**config.mk**
```make
export PLATFORM = sky130hd
export DESIGN_NAME = nmea_sentence_framer_unit_flat
export DESIGN_NICKNAME = d
export VERILOG_FILES = /design/src/rtl/nsf_pkg.sv /design/src/rtl/nsf_byte_if.sv /design/src/rtl/nsf_event_if.sv /design/src/rtl/nsf_core.sv /design/src/rtl/nmea_sentence_framer_unit.sv /design/src/flat_wrapper.sv
export SDC_FILE = /design/constraint.sdc
export NUM_CORES = 1
export LEC_CHECK = 0
export BUFFER_PORTS_ARGS = -buffer_cell sky130_fd_sc_hd__buf_2
export CORE_MARGIN = 3
export CORE_UTILIZATION = 56
export CTS_BUF_LIST = sky130_fd_sc_hd__clkbuf_8
export CTS_CLUSTER_DIAMETER = 40
export CTS_CLUSTER_SIZE = 24
export DETAILED_ROUTE_END_ITERATION = 7
export PLACE_DENSITY = 0.79
export SLEW_MARGIN = 20
export SYNTH_ARGS = -nofsm -noshare
export SYNTH_HDL_FRONTEND = slang
export SYNTH_SLANG_ARGS = --single-unit
```
**constraint.sdc**
```tcl
create_clock -name clk -period 3.9 [get_ports clk]
set_input_delay 0.195 -clock clk [delete_from_list [all_inputs] [get_ports clk]]
set_output_delay 0.195 -clock clk [all_outputs]
set_load 0.005 [all_outputs]
```
**src/rtl/nsf_pkg.sv**
```systemverilog
`default_nettype none

package nsf_pkg;

	// Sentence limits. A byte count or argument count that reaches these aborts.
	localparam logic [7:0] MaxLen  = 8'd128;
	localparam logic [5:0] MaxArgs = 6'd32;

	// Framing characters.
	localparam logic [7:0] ChDollar = 8'h24;
	localparam logic [7:0] ChStar   = 8'h2A;
	localparam logic [7:0] ChComma  = 8'h2C;
	localparam logic [7:0] ChDot    = 8'h2E;
	localparam logic [7:0] ChMinus  = 8'h2D;
	localparam logic [7:0] ChPlus   = 8'h2B;
	localparam logic [7:0] ChCr     = 8'h0D;
	localparam logic [7:0] ChLf     = 8'h0A;

	// Type words, first character in the low byte.
	localparam logic [39:0] WordGpgga = 40'h41_47_47_50_47;
	localparam logic [39:0] WordGpgsv = 40'h56_53_47_50_47;

	// Number of type characters that are stored.
	localparam logic [2:0] TypeChars   = 3'd5;
	localparam logic [2:0] TypeTooLong = 3'd6;

	// Event codes.
	localparam logic EvDone  = 1'b0;
	localparam logic EvError = 1'b1;

	// Sentence type codes.
	localparam logic [1:0] KindOther = 2'd0;
	localparam logic [1:0] KindGga   = 2'd1;
	localparam logic [1:0] KindGsv   = 2'd2;

	typedef enum logic [2:0] {
		PhIdle = 3'd0,
		PhType = 3'd1,
		PhArgs = 3'd2,
		PhCsum = 3'd3,
		PhCr   = 3'd4
	} nsf_phase_t;

	typedef struct packed {
		logic        event_kind;
		logic [1:0]  sentence_kind;
		logic [5:0]  field_count;
		logic [7:0]  byte_count;
		logic [31:0] sentences_seen;
		logic [31:0] framing_errors_seen;
	} nsf_event_t;

	typedef struct packed {
		logic       fire;
		nsf_event_t evt;
	} nsf_step_t;

endpackage

`default_nettype wire

```
**src/rtl/nsf_byte_if.sv**
```systemverilog
`default_nettype none

interface nsf_byte_if;

	logic       valid;
	logic       ready;
	logic [7:0] rx_byte;

	modport source (output valid, output rx_byte, input ready);
	modport sink (input valid, input rx_byte, output ready);

endinterface

`default_nettype wire

```
**src/rtl/nsf_event_if.sv**
```systemverilog
`default_nettype none

interface nsf_event_if;

	logic        valid;
	logic        ready;
	logic        event_kind;
	logic [1:0]  sentence_kind;
	logic [5:0]  field_count;
	logic [7:0]  byte_count;
	logic [31:0] sentences_seen;
	logic [31:0] framing_errors_seen;

	modport source (
		output valid, output event_kind, output sentence_kind, output field_count,
		output byte_count, output sentences_seen, output framing_errors_seen,
		input ready
	);
	modport sink (
		input valid, input event_kind, input sentence_kind, input field_count,
		input byte_count, input sentences_seen, input framing_errors_seen,
		output ready
	);

endinterface

`default_nettype wire

```
**src/rtl/nsf_core.sv**
```systemverilog
`default_nettype none

// Framing state machine: takes one byte per step and updates the sentence state.
module nsf_core (
	input  wire logic           clk,
	input  wire logic           arst_n,
	input  wire logic           step,
	input  wire logic [7:0]     rx_byte,
	output nsf_pkg::nsf_step_t  res
);

	nsf_pkg::nsf_phase_t phase_q, phase_d;
	logic [7:0]  bytes_q, bytes_d, bytes_inc;
	logic [5:0]  fields_q, fields_d, fields_inc;
	logic [39:0] chars_q, chars_d;
	logic [2:0]  tlen_q, tlen_d;
	logic [31:0] sent_q, sent_d;
	logic [31:0] errs_q, errs_d;
	logic        ovf_len, ovf_args, fail, done;
	logic [1:0]  kind;

	function automatic logic is_digit(input logic [7:0] c);
		return (c >= 8'h30) && (c <= 8'h39);
	endfunction

	function automatic logic is_alnum(input logic [7:0] c);
		return is_digit(c) || ((c >= 8'h41) && (c <= 8'h5A)) ||
			((c >= 8'h61) && (c <= 8'h7A));
	endfunction

	function automatic logic is_hex(input logic [7:0] c);
		return is_digit(c) || ((c >= 8'h41) && (c <= 8'h46)) ||
			((c >= 8'h61) && (c <= 8'h66));
	endfunction

	// Next state and the result of this byte.
	always_comb begin
		phase_d    = phase_q;
		bytes_d    = bytes_q;
		fields_d   = fields_q;
		chars_d    = chars_q;
		tlen_d     = tlen_q;
		sent_d     = sent_q;
		errs_d     = errs_q;
		fail       = 1'b0;
		done       = 1'b0;
		kind       = nsf_pkg::KindOther;
		bytes_inc  = bytes_q + 8'd1;
		fields_inc = fields_q + 6'd1;
		ovf_len    = bytes_inc >= nsf_pkg::MaxLen;
		ovf_args   = fields_inc >= nsf_pkg::MaxArgs;

		unique case (phase_q)
			nsf_pkg::PhType: begin
				if (is_alnum(rx_byte)) begin
					bytes_d = bytes_inc;
					if (ovf_len) begin
						fail = 1'b1;
					end else if (tlen_q < nsf_pkg::TypeChars) begin
						chars_d[{tlen_q, 3'b000} +: 8] = rx_byte;
						tlen_d = tlen_q + 3'd1;
					end else begin
						tlen_d = nsf_pkg::TypeTooLong;
					end
				end else if (rx_byte == nsf_pkg::ChComma) begin
					bytes_d = bytes_inc;
					if (ovf_len) begin
						fail = 1'b1;
					end else begin
						phase_d = nsf_pkg::PhArgs;
					end
				end else begin
					fail = 1'b1;
				end
			end
			nsf_pkg::PhArgs: begin
				if (is_alnum(rx_byte) || (rx_byte == nsf_pkg::ChDot) ||
					(rx_byte == nsf_pkg::ChMinus) || (rx_byte == nsf_pkg::ChPlus)) begin
					bytes_d = bytes_inc;
					fail    = ovf_len;
				end else if ((rx_byte == nsf_pkg::ChComma) ||
					(rx_byte == nsf_pkg::ChStar)) begin
					bytes_d = bytes_inc;
					if (ovf_len) begin
						fail = 1'b1;
					end else begin
						fields_d = fields_inc;
						if (ovf_args) begin
							fail = 1'b1;
						end else if (rx_byte == nsf_pkg::ChStar) begin
							phase_d = nsf_pkg::PhCsum;
						end
					end
				end else begin
					fail = 1'b1;
				end
			end
			nsf_pkg::PhCsum: begin
				if (is_hex(rx_byte) || (rx_byte == nsf_pkg::ChCr)) begin
					bytes_d = bytes_inc;
					if (ovf_len) begin
						fail = 1'b1;
					end else if (rx_byte == nsf_pkg::ChCr) begin
						phase_d = nsf_pkg::PhCr;
					end
				end else begin
					fail = 1'b1;
				end
			end
			nsf_pkg::PhCr: begin
				if (rx_byte != nsf_pkg::ChLf) begin
					fail = 1'b1;
				end else begin
					bytes_d = bytes_inc;
					if (ovf_len) begin
						fail = 1'b1;
					end else begin
						done    = 1'b1;
						phase_d = nsf_pkg::PhIdle;
						if (tlen_q == nsf_pkg::TypeChars && chars_q == nsf_pkg::WordGpgga) begin
							kind = nsf_pkg::KindGga;
						end else if (tlen_q == nsf_pkg::TypeChars &&
							chars_q == nsf_pkg::WordGpgsv) begin
							kind = nsf_pkg::KindGsv;
						end
					end
				end
			end
			default: begin
				// Idle, and any phase code without meaning, waits for the start mark.
				if (rx_byte == nsf_pkg::ChDollar) begin
					phase_d  = nsf_pkg::PhType;
					bytes_d  = 8'd1;
					fields_d = 6'd0;
					chars_d  = 40'd0;
					tlen_d   = 3'd0;
				end else begin
					phase_d = nsf_pkg::PhIdle;
				end
			end
		endcase

		if (fail) begin
			errs_d  = errs_q + 32'd1;
			phase_d = nsf_pkg::PhIdle;
		end
		if (done) begin
			sent_d = sent_q + 32'd1;
		end

		res.fire                    = step && (fail || done);
		res.evt.event_kind          = fail ? nsf_pkg::EvError : nsf_pkg::EvDone;
		res.evt.sentence_kind       = fail ? nsf_pkg::KindOther : kind;
		res.evt.field_count         = fields_d;
		res.evt.byte_count          = bytes_d;
		res.evt.sentences_seen      = sent_d;
		res.evt.framing_errors_seen = errs_d;
	end

	// Sentence state registers, updated once per stepped byte.
	always_ff @(posedge clk or negedge arst_n) begin
		if (!arst_n) begin
			phase_q  <= nsf_pkg::PhIdle;
			bytes_q  <= 8'd0;
			fields_q <= 6'd0;
			chars_q  <= 40'd0;
			tlen_q   <= 3'd0;
			sent_q   <= 32'd0;
			errs_q   <= 32'd0;
		end else if (step) begin
			phase_q  <= phase_d;
			bytes_q  <= bytes_d;
			fields_q <= fields_d;
			chars_q  <= chars_d;
			tlen_q   <= tlen_d;
			sent_q   <= sent_d;
			errs_q   <= errs_d;
		end
	end

endmodule

`default_nettype wire

```
**src/rtl/nmea_sentence_framer_unit.sv**
```systemverilog
// Channel  Direction  Payload
// rx       in         rx_byte (8)
// ev       out        event_kind (1), sentence_kind (2), field_count (6),
//                     byte_count (8), sentences_seen (32), framing_errors_seen (32)
//
// One byte item is taken per cycle unless a held result stalls the input. Its result,
// if any, is registered: the byte sits in the input register, and when it advances the
// result register behind the framing logic is loaded. Bytes that cause no result still pass
// through the input register in order.
// A held result stalls the input register and framing state; rx.ready then follows ev.ready.
// arst_n clears the phase, the sentence counts and both event totals.
`default_nettype none

module nmea_sentence_framer_unit (
	input  wire logic  clk,
	input  wire logic  arst_n,
	nsf_byte_if.sink   rx,
	nsf_event_if.source ev
);

	logic               valid_s1;
	logic [7:0]         byte_s1;
	logic               advance;
	logic               out_valid_q;
	nsf_pkg::nsf_event_t evt_q;
	nsf_pkg::nsf_step_t step_res;

	// The byte in the input register moves on when the result slot is free.
	assign advance  = valid_s1 && (!out_valid_q || ev.ready);
	assign rx.ready = !valid_s1 || advance;

	// Input register.
	always_ff @(posedge clk or negedge arst_n) begin
		if (!arst_n) begin
			valid_s1 <= 1'b0;
		end else if (rx.ready) begin
			valid_s1 <= rx.valid;
		end
	end

	always_ff @(posedge clk) begin
		if (rx.valid && rx.ready) begin
			byte_s1 <= rx.rx_byte;
		end
	end

	nsf_core u_core (
		.clk     (clk),
		.arst_n  (arst_n),
		.step    (advance),
		.rx_byte (byte_s1),
		.res     (step_res)
	);

	// Result register.
	always_ff @(posedge clk or negedge arst_n) begin
		if (!arst_n) begin
			out_valid_q <= 1'b0;
		end else if (advance) begin
			out_valid_q <= step_res.fire;
		end else if (ev.ready) begin
			out_valid_q <= 1'b0;
		end
	end

	always_ff @(posedge clk) begin
		if (step_res.fire) begin
			evt_q <= step_res.evt;
		end
	end

	assign ev.valid               = out_valid_q;
	assign ev.event_kind          = evt_q.event_kind;
	assign ev.sentence_kind       = evt_q.sentence_kind;
	assign ev.field_count         = evt_q.field_count;
	assign ev.byte_count          = evt_q.byte_count;
	assign ev.sentences_seen      = evt_q.sentences_seen;
	assign ev.framing_errors_seen = evt_q.framing_errors_seen;

	// A held result keeps the framing state frozen.
	a_stall_holds_core: assert property (@(posedge clk) disable iff (!arst_n)
		out_valid_q && !ev.ready |-> !advance)
		else $error("framing state stepped while a result was held");

	// Only completed sentences carry a type code.
	a_error_kind_other: assert property (@(posedge clk) disable iff (!arst_n)
		ev.valid && ev.event_kind == nsf_pkg::EvError |->
		ev.sentence_kind == nsf_pkg::KindOther)
		else $error("framing error carries a sentence type");

	// Counts never pass their limits.
	a_counts_bounded: assert property (@(posedge clk) disable iff (!arst_n)
		ev.valid |-> ev.byte_count <= nsf_pkg::MaxLen && ev.field_count <= nsf_pkg::MaxArgs)
		else $error("result count beyond its limit");

	// A completed sentence never reaches the length or argument limit.
	a_done_in_limits: assert property (@(posedge clk) disable iff (!arst_n)
		ev.valid && ev.event_kind == nsf_pkg::EvDone |->
		ev.byte_count < nsf_pkg::MaxLen && ev.field_count < nsf_pkg::MaxArgs)
		else $error("completed sentence at an overflow count");

endmodule

`default_nettype wire
```
**src/flat_wrapper.sv**
```systemverilog
// flat-port wrapper written by rule: the top's interface ports become plain ports
module nmea_sentence_framer_unit_flat 
  (clk, arst_n, rx_valid, rx_rx_byte, rx_ready, ev_valid, ev_event_kind, ev_sentence_kind, ev_field_count, ev_byte_count, ev_sentences_seen, ev_framing_errors_seen, ev_ready);
  nsf_byte_if rx_i ();
  nsf_event_if ev_i ();
  input  wire logic clk;
  input  wire logic arst_n;
  input wire logic [$bits(rx_i.valid)-1:0] rx_valid;
  input wire logic [$bits(rx_i.rx_byte)-1:0] rx_rx_byte;
  output wire logic [$bits(rx_i.ready)-1:0] rx_ready;
  output wire logic [$bits(ev_i.valid)-1:0] ev_valid;
  output wire logic [$bits(ev_i.event_kind)-1:0] ev_event_kind;
  output wire logic [$bits(ev_i.sentence_kind)-1:0] ev_sentence_kind;
  output wire logic [$bits(ev_i.field_count)-1:0] ev_field_count;
  output wire logic [$bits(ev_i.byte_count)-1:0] ev_byte_count;
  output wire logic [$bits(ev_i.sentences_seen)-1:0] ev_sentences_seen;
  output wire logic [$bits(ev_i.framing_errors_seen)-1:0] ev_framing_errors_seen;
  input wire logic [$bits(ev_i.ready)-1:0] ev_ready;
  assign rx_i.valid = rx_valid;
  assign rx_i.rx_byte = rx_rx_byte;
  assign rx_ready = rx_i.ready;
  assign ev_valid = ev_i.valid;
  assign ev_event_kind = ev_i.event_kind;
  assign ev_sentence_kind = ev_i.sentence_kind;
  assign ev_field_count = ev_i.field_count;
  assign ev_byte_count = ev_i.byte_count;
  assign ev_sentences_seen = ev_i.sentences_seen;
  assign ev_framing_errors_seen = ev_i.framing_errors_seen;
  assign ev_i.ready = ev_ready;
  nmea_sentence_framer_unit u_core (.clk(clk), .arst_n(arst_n), .rx(rx_i), .ev(ev_i));
endmodule
```
* Word level (Yosys, flattened, before mapping)
Index checks and enable logic that the tools add are counted.
Widths: inputs -> output; s select.
** Word-level totals
- Bits of input ports :: 12
- Flip-flop bits (word level) :: 215
- Word-level logic and storage cells :: 162
- Output and inout port bits :: 83
** Operators by class
- $lt $le $gt $ge :: 11
- Add/subtract/negate cells :: 6
- Shifts and indexed selects :: 2
- Mux-type cells :: 60
- Equal/unequal tests :: 31
- Bitwise operators :: 2
- Reduce and logical (&&, ||, !) cells :: 33
** Operators by type and width (count)
- $mux 40 :: 4
- $eq 40x39->1 const B :: 2
- $pmux 40 s2 :: 1
- $add 32x1->32 const B :: 2
- $mux 32 :: 2
- $mux 8 :: 7
- $mux 3 :: 18
- $eq 8x6->1 const B :: 6
- $bwmux 40 :: 1
- $shift 8x8->40 const A :: 1
- $shiftx 8x8->40 :: 1
- $ne 3x3->1 const B :: 13
- $le 8x7->1 const B :: 4
- $pmux 8 s4 :: 1
- $mux 6 :: 4
- $mux 1 :: 17
- $ge 8x7->1 const B :: 2
- $reduce_and 14->1 :: 1
- $logic_or 1x1->1 :: 12
- $pmux 3 s4 :: 1
- $pmux 6 s2 :: 1
- $logic_and 1x1->1 :: 10
- $add 8x1->8 const B :: 1
- $eq 8x4->1 const B :: 1
- 24 further kinds :: 32

* Longest topological paths before layout
Gate-level depths: netlist of the first run.
- Depth in word-level cells :: 12
- Depth in mapped cells :: 12
- Depth with buffers taken out :: 8

* Hierarchy
From an unflattened synthesis of the first run, not the netlist that was laid out.
** Unflattened totals
- Cells, all modules :: 946
- Area total of the unflattened synthesis :: 10508.8 um^2
** By module, submodules not included
- nsf_core :: cells each 848, area each 7731.2 um^2, sequential area each 3103.0 um^2, times used 1
- nmea_sentence_framer_unit :: cells each 98, area each 2777.7 um^2, sequential area each 2722.6 um^2, times used 1

* Worst setup path before layout of the first run
Ideal clock, no wire load.
- Path kind :: register to register
- Start point :: reg u_core.byte_s1[0]
- End point :: reg u_core.evt_q, in the netlist u_core.ev.byte_count[0], enable pin
- Library setup time :: 0.435 ns
- Stages on the path, launching flop included :: 11
- Setup slack :: -0.318 ns
- Period minus slack after synthesis :: 4.218 ns
- Path buffers :: 2
- Data required time :: 3.465 ns
- Data arrival time :: 3.784 ns
- Cell sequence :: edfxtp_1 -> buf_2 -> or4_1 -> o211ai_2 -> o21ai_1 -> o21a_1 -> o2111a_2 -> inv_2 -> buf_2 -> o21ai_1 -> inv_1
** RTL lines
- start: declaration :: RTL line nmea_sentence_framer_unit.sv:22 : logic [7:0] byte_s1;
- start signal: assignment :: RTL line nmea_sentence_framer_unit.sv:43 : byte_s1 <= rx.rx_byte;
- end signal: assignment :: RTL line nmea_sentence_framer_unit.sv:68 : evt_q <= step_res.evt;
- end: declaration :: RTL line nmea_sentence_framer_unit.sv:25 : nsf_pkg::nsf_event_t evt_q;

==> results_dict.tcl, run 1 <==
set metrics [dict create \
    setup.worst_path.end "u_core.ev.sentences_seen[7]" \
    rsz0062_at_grt "false" \
    cts_root_buf "clkbuf_8" \
    seqCellArea_um2 5830 \
    syn-num-nets 973 \
    synth_warnings 0 \
    power_switching_mw 2.37 \
    fmax_ghz 0.285 \
    tns_ps 0 \
    final_hold_viol_count 0 \
    grt.total_usage_pct 21.1 \
    p_int_mw 4.45 \
    synth_top_area_share_pct 30.0 \
    ctsHtreeMaxLevel 1 \
    fin_nets 1075 \
    drive_above_1_share_pct 17.2 \
    final_common_cell "dfrtp_1" \
    syn_inst 953 \
    cts-buffers-inserted 27 \
    path_class "reg -> reg" \
    cts_buffer_depth 3 \
    syn-cell-area_um2 10500 \
    setup-violations-final 0 \
    synth_seq_cells 215 \
    pwr-share-clk_pct 25.3 \
    r2r_slack_ps 400 \
    grt_pass1_vias 7086 \
    dp_hpwl_um 14900 \
    synth_edf_count 89 \
    place.gp.congestion 0.932 \
    portBuffers 94 \
    finalCriticalPeriod_ps 3500 \
    multiInputGateArea_um2 4400 \
    max-cap-violations 0 \
    grt-ovfl-total 0 \
    instances_no_fill 1305 \
    cts.sinks 215 \
    num_vias 7627 \
    crit_arrival_ps 3780 \
    yosys.area.top_type "dfrtp_1" \
    core_um2 18200 \
    dieArea_um2 20500 \
    firstDrtPassIters 5 \
    die_w_um 143 \
    synth_cell_types 77 \
    drt_iter0_drc 599 \
    drc 0 \
    area_delta_synth_final_pct 13.0 \
    cts_tree "built" \
    drtAntennaViolNets 0 \
    initial_core_util_pct 57.7 \
    diodes 0 \
    p_seq_share_pct 46.6 \
    drt-vias-per-instance 5.84 \
    tightest_slew_ps 864 \
    crit_fanout 41 \
    status "complete, no violations" \
    cts_resized 0 \
    grt_antenna_before_repair 1 \
    final_cell_mix "126 x dfrtp_1, 100 x nand2_1, 93 x buf_2" \
    peakVddDrop_mv 0.505 \
    wl_per_cell_um 16.8 \
    power_density_nw_per_um2 573 \
    clock_latency_ps 550 \
    pwr-share-comb_pct 28.2 \
    seq_area_frac_synth_pct 55.4 \
    reg2regPathDepth 9 \
    crit_start "u_core.byte_s1[4]" \
    worstPathRequired_ps 4170 \
    io_pins 95 \
    clock_skew_ps 29.8 \
    die_h_um 143 \
    fill_cells 1402 \
    timing.slew.headroom_pct 42.2 \
    grt_max_degree 81 \
    place_inst 1244 \
    report.final.slew_viol_count 0 \
    synthFlopType "dfrtp_1" \
    setup.worst_path.start_class "flip-flop" \
    num_rows 49 \
    final_core_util_pct 65.3 \
    syn_avg_cell_area_um2 11.0 \
    clkTransAtPathRegs_ps 80 \
    sw_frac_of_total_pct 34.7 \
    wl_um 21900 \
    grt_pass1_wl_um 35500 \
    hp-class "in -> reg" \
    fin_crit_sh_pct 89.8 \
    timing.rr.end "u_core.ev.sentences_seen[7]" \
    endpoint_kind "flip-flop" \
    leakagePower_nw 5.21 \
    synth_async_sr_flop_share_pct 58.6 \
    synth_area_leaders "dfrtp_1 30%, edfxtp_1 25%, xor2_1 6.9%, xnor2_1 3.7%, nand2_1 3.6%" \
    rr_startpoint "u_core.byte_s1[4]" \
]
==> power by group through the flow <==
stage	Combinational (mW)	Clock, mW	Sequential (mW)
after floorplan	1.22	0	3.19
after global placement	1.87	0	3.21
after detailed placement	1.91	0	3.21
after CTS	1.93	1.76	3.17
after global routing	2.12	1.85	3.23
final	1.92	1.72	3.17
==> critical path, stage by stage, from the launching register on <==
cell and delay, ps:
edfxtp_1 540, or4_1 580, o32a_1 180, o211ai_1 300
a2bb2oi_2 200, o2111a_2 480, inv_2 80, o21ai_2 200
clkinvlp_4 350, buf_12 310
==> flip-flops by register name, summed over array words and instances (netlist names) <==
signal                         count
u_core.u_core.chars_q             40
u_core.ev.event_kind               1
u_core.u_core.phase_q              3
u_core.byte_s1                     8
u_core.u_core.errs_q              32
u_core.u_core.tlen_q               3
u_core.u_core.fields_q             6
u_core.ev.sentence_kind            2
u_core.u_core.bytes_q              8
u_core.ev.byte_count               8
u_core.ev.framing_errors_seen     32
u_core.ev.sentences_seen          32
u_core.ev.field_count              6
u_core.valid_s1                    1
u_core.ev.valid                    1
u_core.u_core.sent_q              32
==> worst min-delay path by stage <==
stage	slack (ps)	to	cells after the start	start
floorplan	-100	u_core.ev.valid	0	arst_n
detailed placement	370	u_core.byte_s1[1]	1	rx_rx_byte[1]
global route	140	u_core.ev.valid	3	ev_ready
global placement	370	u_core.byte_s1[2]	1	rx_rx_byte[2]
finish	130	u_core.ev.valid	3	ev_ready
CTS	70	u_core.ev.valid	3	ev_ready
==> through the flow <==
| step | worst slack [ps] | cell area, um^2 | power (mW) | hold WS, ps |
|---|---|---|---|---|
| detailed placement | 417 | 11200 | 5.13 | 373 |
| finish | 396 | 11900 | 6.81 | 127 |
| global placement | 513 | 11200 | 5.08 | 374 |
| CTS | 395 | 11900 | 6.87 | 72.5 |
| global route | 178 | 11900 | 7.20 | 141 |
| floorplan | 1.46 | 10500 | 4.42 | -101 |
==> area by class of cell <==
type | count | area share [%]
multi-input combinational | 673 | 37.0
inverter | 19 | 0.632
clock inverter | 23 | 1.80
timing repair buffer | 119 | 6.03
sequential | 215 | 49.0
tap | 229 | 2.41
clock buffer | 27 | 3.13
==> cell families after synthesis <==
| logic type | count (synthesis) | share of synthesized area (%) |
|---|---|---|
| muxes | 5 | 0.512 |
| xor gates and xnor gates | 128 | 10.7 |
| AOI/OAI and AO/OA | 137 | 9.46 |
| buffers and inverters | 65 | 2.88 |
| adders and majority gates | 8 | 0.952 |
| and+or+nand+nor | 395 | 20.1 |
| DFF | 215 | 55.4 |
==> synth_stat cells (22+ instances only) <==
| cell type | count |
|---|---|
| edfxtp_1 | 89 |
| o21ai_0 | 22 |
| dfrtp_1 | 126 |
| xnor2_1 | 45 |
| nor3_1 | 49 |
| a22o_1 | 26 |
| xor2_1 | 83 |
| clkbuf_1 | 24 |
| nand2_1 | 100 |
| nor2_1 | 48 |
| and3_1 | 32 |
| nand3_1 | 50 |
==> metal layers <==
metal	vias up	part of all wire, %	track usage, %
met5	-	0.059	0
met3	39	6.2	3.28
met1	3678	45	30.4
li1	3666	-	-
met4	2	2.3	6.20
met2	242	47	33.5
==> repair_timing <==
action | 4_1_cts | 5_1_grt
hold buffers | 11 | 0
endpoints found under the hold margin | 87 | 0
setup buffers | 0 | 0
No activity file was read; power rests on OpenSTA's default activity.
==> run 2: changes to the inputs <==
- PLACE_DENSITY: 0.79 -> 0.84
- SLEW_MARGIN: 20 -> default
- TNS_END_PERCENT: default -> 20
==> results_dict.tcl, run 2 (synthesis gave the netlist of run 1 again) <==
set metrics [dict create \
    status "complete, no violations" \
    num_rows 49 \
    core_um2 18200 \
    setup_ws_ps 648 \
    grt_antenna_before_repair 0 \
    dp_hpwl_um 14700 \
    clock_latency_ps 580 \
    placed_cell_area_um2 11200 \
    grt_pass1_wl_um 36600 \
    final_common_cell "dfrtp_1" \
    drtAntennaViolNets 0 \
    drt-vias-per-instance 5.93 \
    postLayoutCellArea_um2 12000 \
    fin_nets 1075 \
    peakVddDrop_mv 0.382 \
    grt_pass1_vias 7290 \
    die_h_um 143 \
    dr_wl_met2_um 10400 \
    cts-buffers-inserted 29 \
    timing.slew.headroom_pct 21.6 \
    cts_setup_buffers 0 \
    grt_max_degree 82 \
    max-cap-violations 0 \
    instances_no_fill 1307 \
    ctsHtreeMaxLevel 1 \
    largest_register_ffs 40 \
    firstDrtPassIters 5 \
    final_core_util_pct 65.9 \
    fin_crit_sh_pct 83.4 \
    p_total_mw 7.17 \
    place.gp.congestion 0.901 \
    place_inst 1242 \
    endpoint_kind "flip-flop" \
    met3WireLength_um 1420 \
    drive_above_1_share_pct 17.5 \
    cts_tree "built" \
    clock_skew_ps 26.3 \
    tns_ps 0 \
    crit_fanout 47 \
    drt-met1-wl_um 9970 \
    die_w_um 143 \
    final_hold_viol_count 0 \
    initial_core_util_pct 57.7 \
    top_register "u_core.u_core.chars_q" \
    setup.worst_path.start_class "flip-flop" \
    leakagePower_nw 5.25 \
    grt.total_usage_pct 21.7 \
    tightest_slew_ps 1170 \
    finalCriticalPeriod_ps 3250 \
    report.final.slew_viol_count 0 \
    fmax_ghz 0.307 \
    wl_per_cell_um 17.1 \
    cts_buffer_depth 3 \
    hp-class "in -> reg" \
    wl_um 22300 \
    dp_slack_ps 725 \
    path_class "reg -> reg" \
    grt-ovfl-total 0 \
    area_delta_synth_final_pct 14.2 \
    diodes 0 \
    rsz0062_at_grt "false" \
    dieArea_um2 20500 \
    final_cell_mix "126 x dfrtp_1, 100 x nand2_1, 93 x buf_2" \
    crit_arrival_ps 3700 \
    holdWs_ps 19.6 \
    clkTransAtPathRegs_ps 80 \
    setup-violations-final 0 \
    worstPathRequired_ps 4350 \
    cts.sinks 215 \
    r2r_slack_ps 650 \
    io_pins 95 \
    num_vias 7757 \
    drt_iter0_drc 545 \
    cts_root_buf "clkbuf_8" \
    cts_resized 0 \
    power_density_nw_per_um2 598 \
    portBuffers 94 \
    top_layer "met4" \
    drc 0 \
]
run 2: changes by cell type in the layout (fill, tap and decap cells not counted), sizes merged:
cell      delta
bufinv       +4
inv          -2
clkinvlp     +2
buf          -2
clkinv       -2
clkbuf       +2
run 2: timing repair:
item / in CTS / in global routing
hold buffers: 11 / 0
endpoints found under the setup margin: 0 / 0
hold endpoints to repair: 59 / 0
run 2: per-layer routing:
layer	GRT usage, %	vias up
met5	0	-
met1	31.7	3741
met2	34.6	303
met4	5.35	0
li1	-	3663
met3	3.25	50
run 2: power breakdown:
group	internal [mW]	switching, mW	leakage [nW]
Combinational	0.670	1.24	2.35
Sequential	2.92	0.269	2.55
Clock	1.14	0.933	0.358
Total	4.74	2.44	5.25
run 2: final timing paths:
check / endpoint / from / cells after the start
hold reg to reg: u_core.u_core.chars_q[23] / u_core.u_core.chars_q[23] / 1
max in group asynchronous: u_core.u_core.sent_q[20] / arst_n / 3
min in group asynchronous: u_core.u_core.chars_q[21] / arst_n / 2
setup reg to reg: u_core.u_core.errs_q[1] / u_core.byte_s1[4] / 8
hold / removal: u_core.ev.valid / ev_ready / 3
setup / recovery: u_core.u_core.errs_q[1] / u_core.byte_s1[4] / 8
run 2: area by class of cell:
class / instances / area [um^2]
multi-input combinational: 673 / 4400
fill: 1322 / 6200
inverter: 19 / 75.1
clock inverter: 25 / 325
clock buffer: 29 / 399
sequential: 215 / 5830
tap: 229 / 287
timing repair buffer: 117 / 698
run 2: worst max-delay path, stage by stage, from the launching register on:
cell,delay (ps)
edfxtp_1,560
or4_1,610
o32a_1,180
o211ai_1,320
a2bb2oi_2,210
o2111a_2,250
buf_4,450
nor2_1,180
mux2_1,370
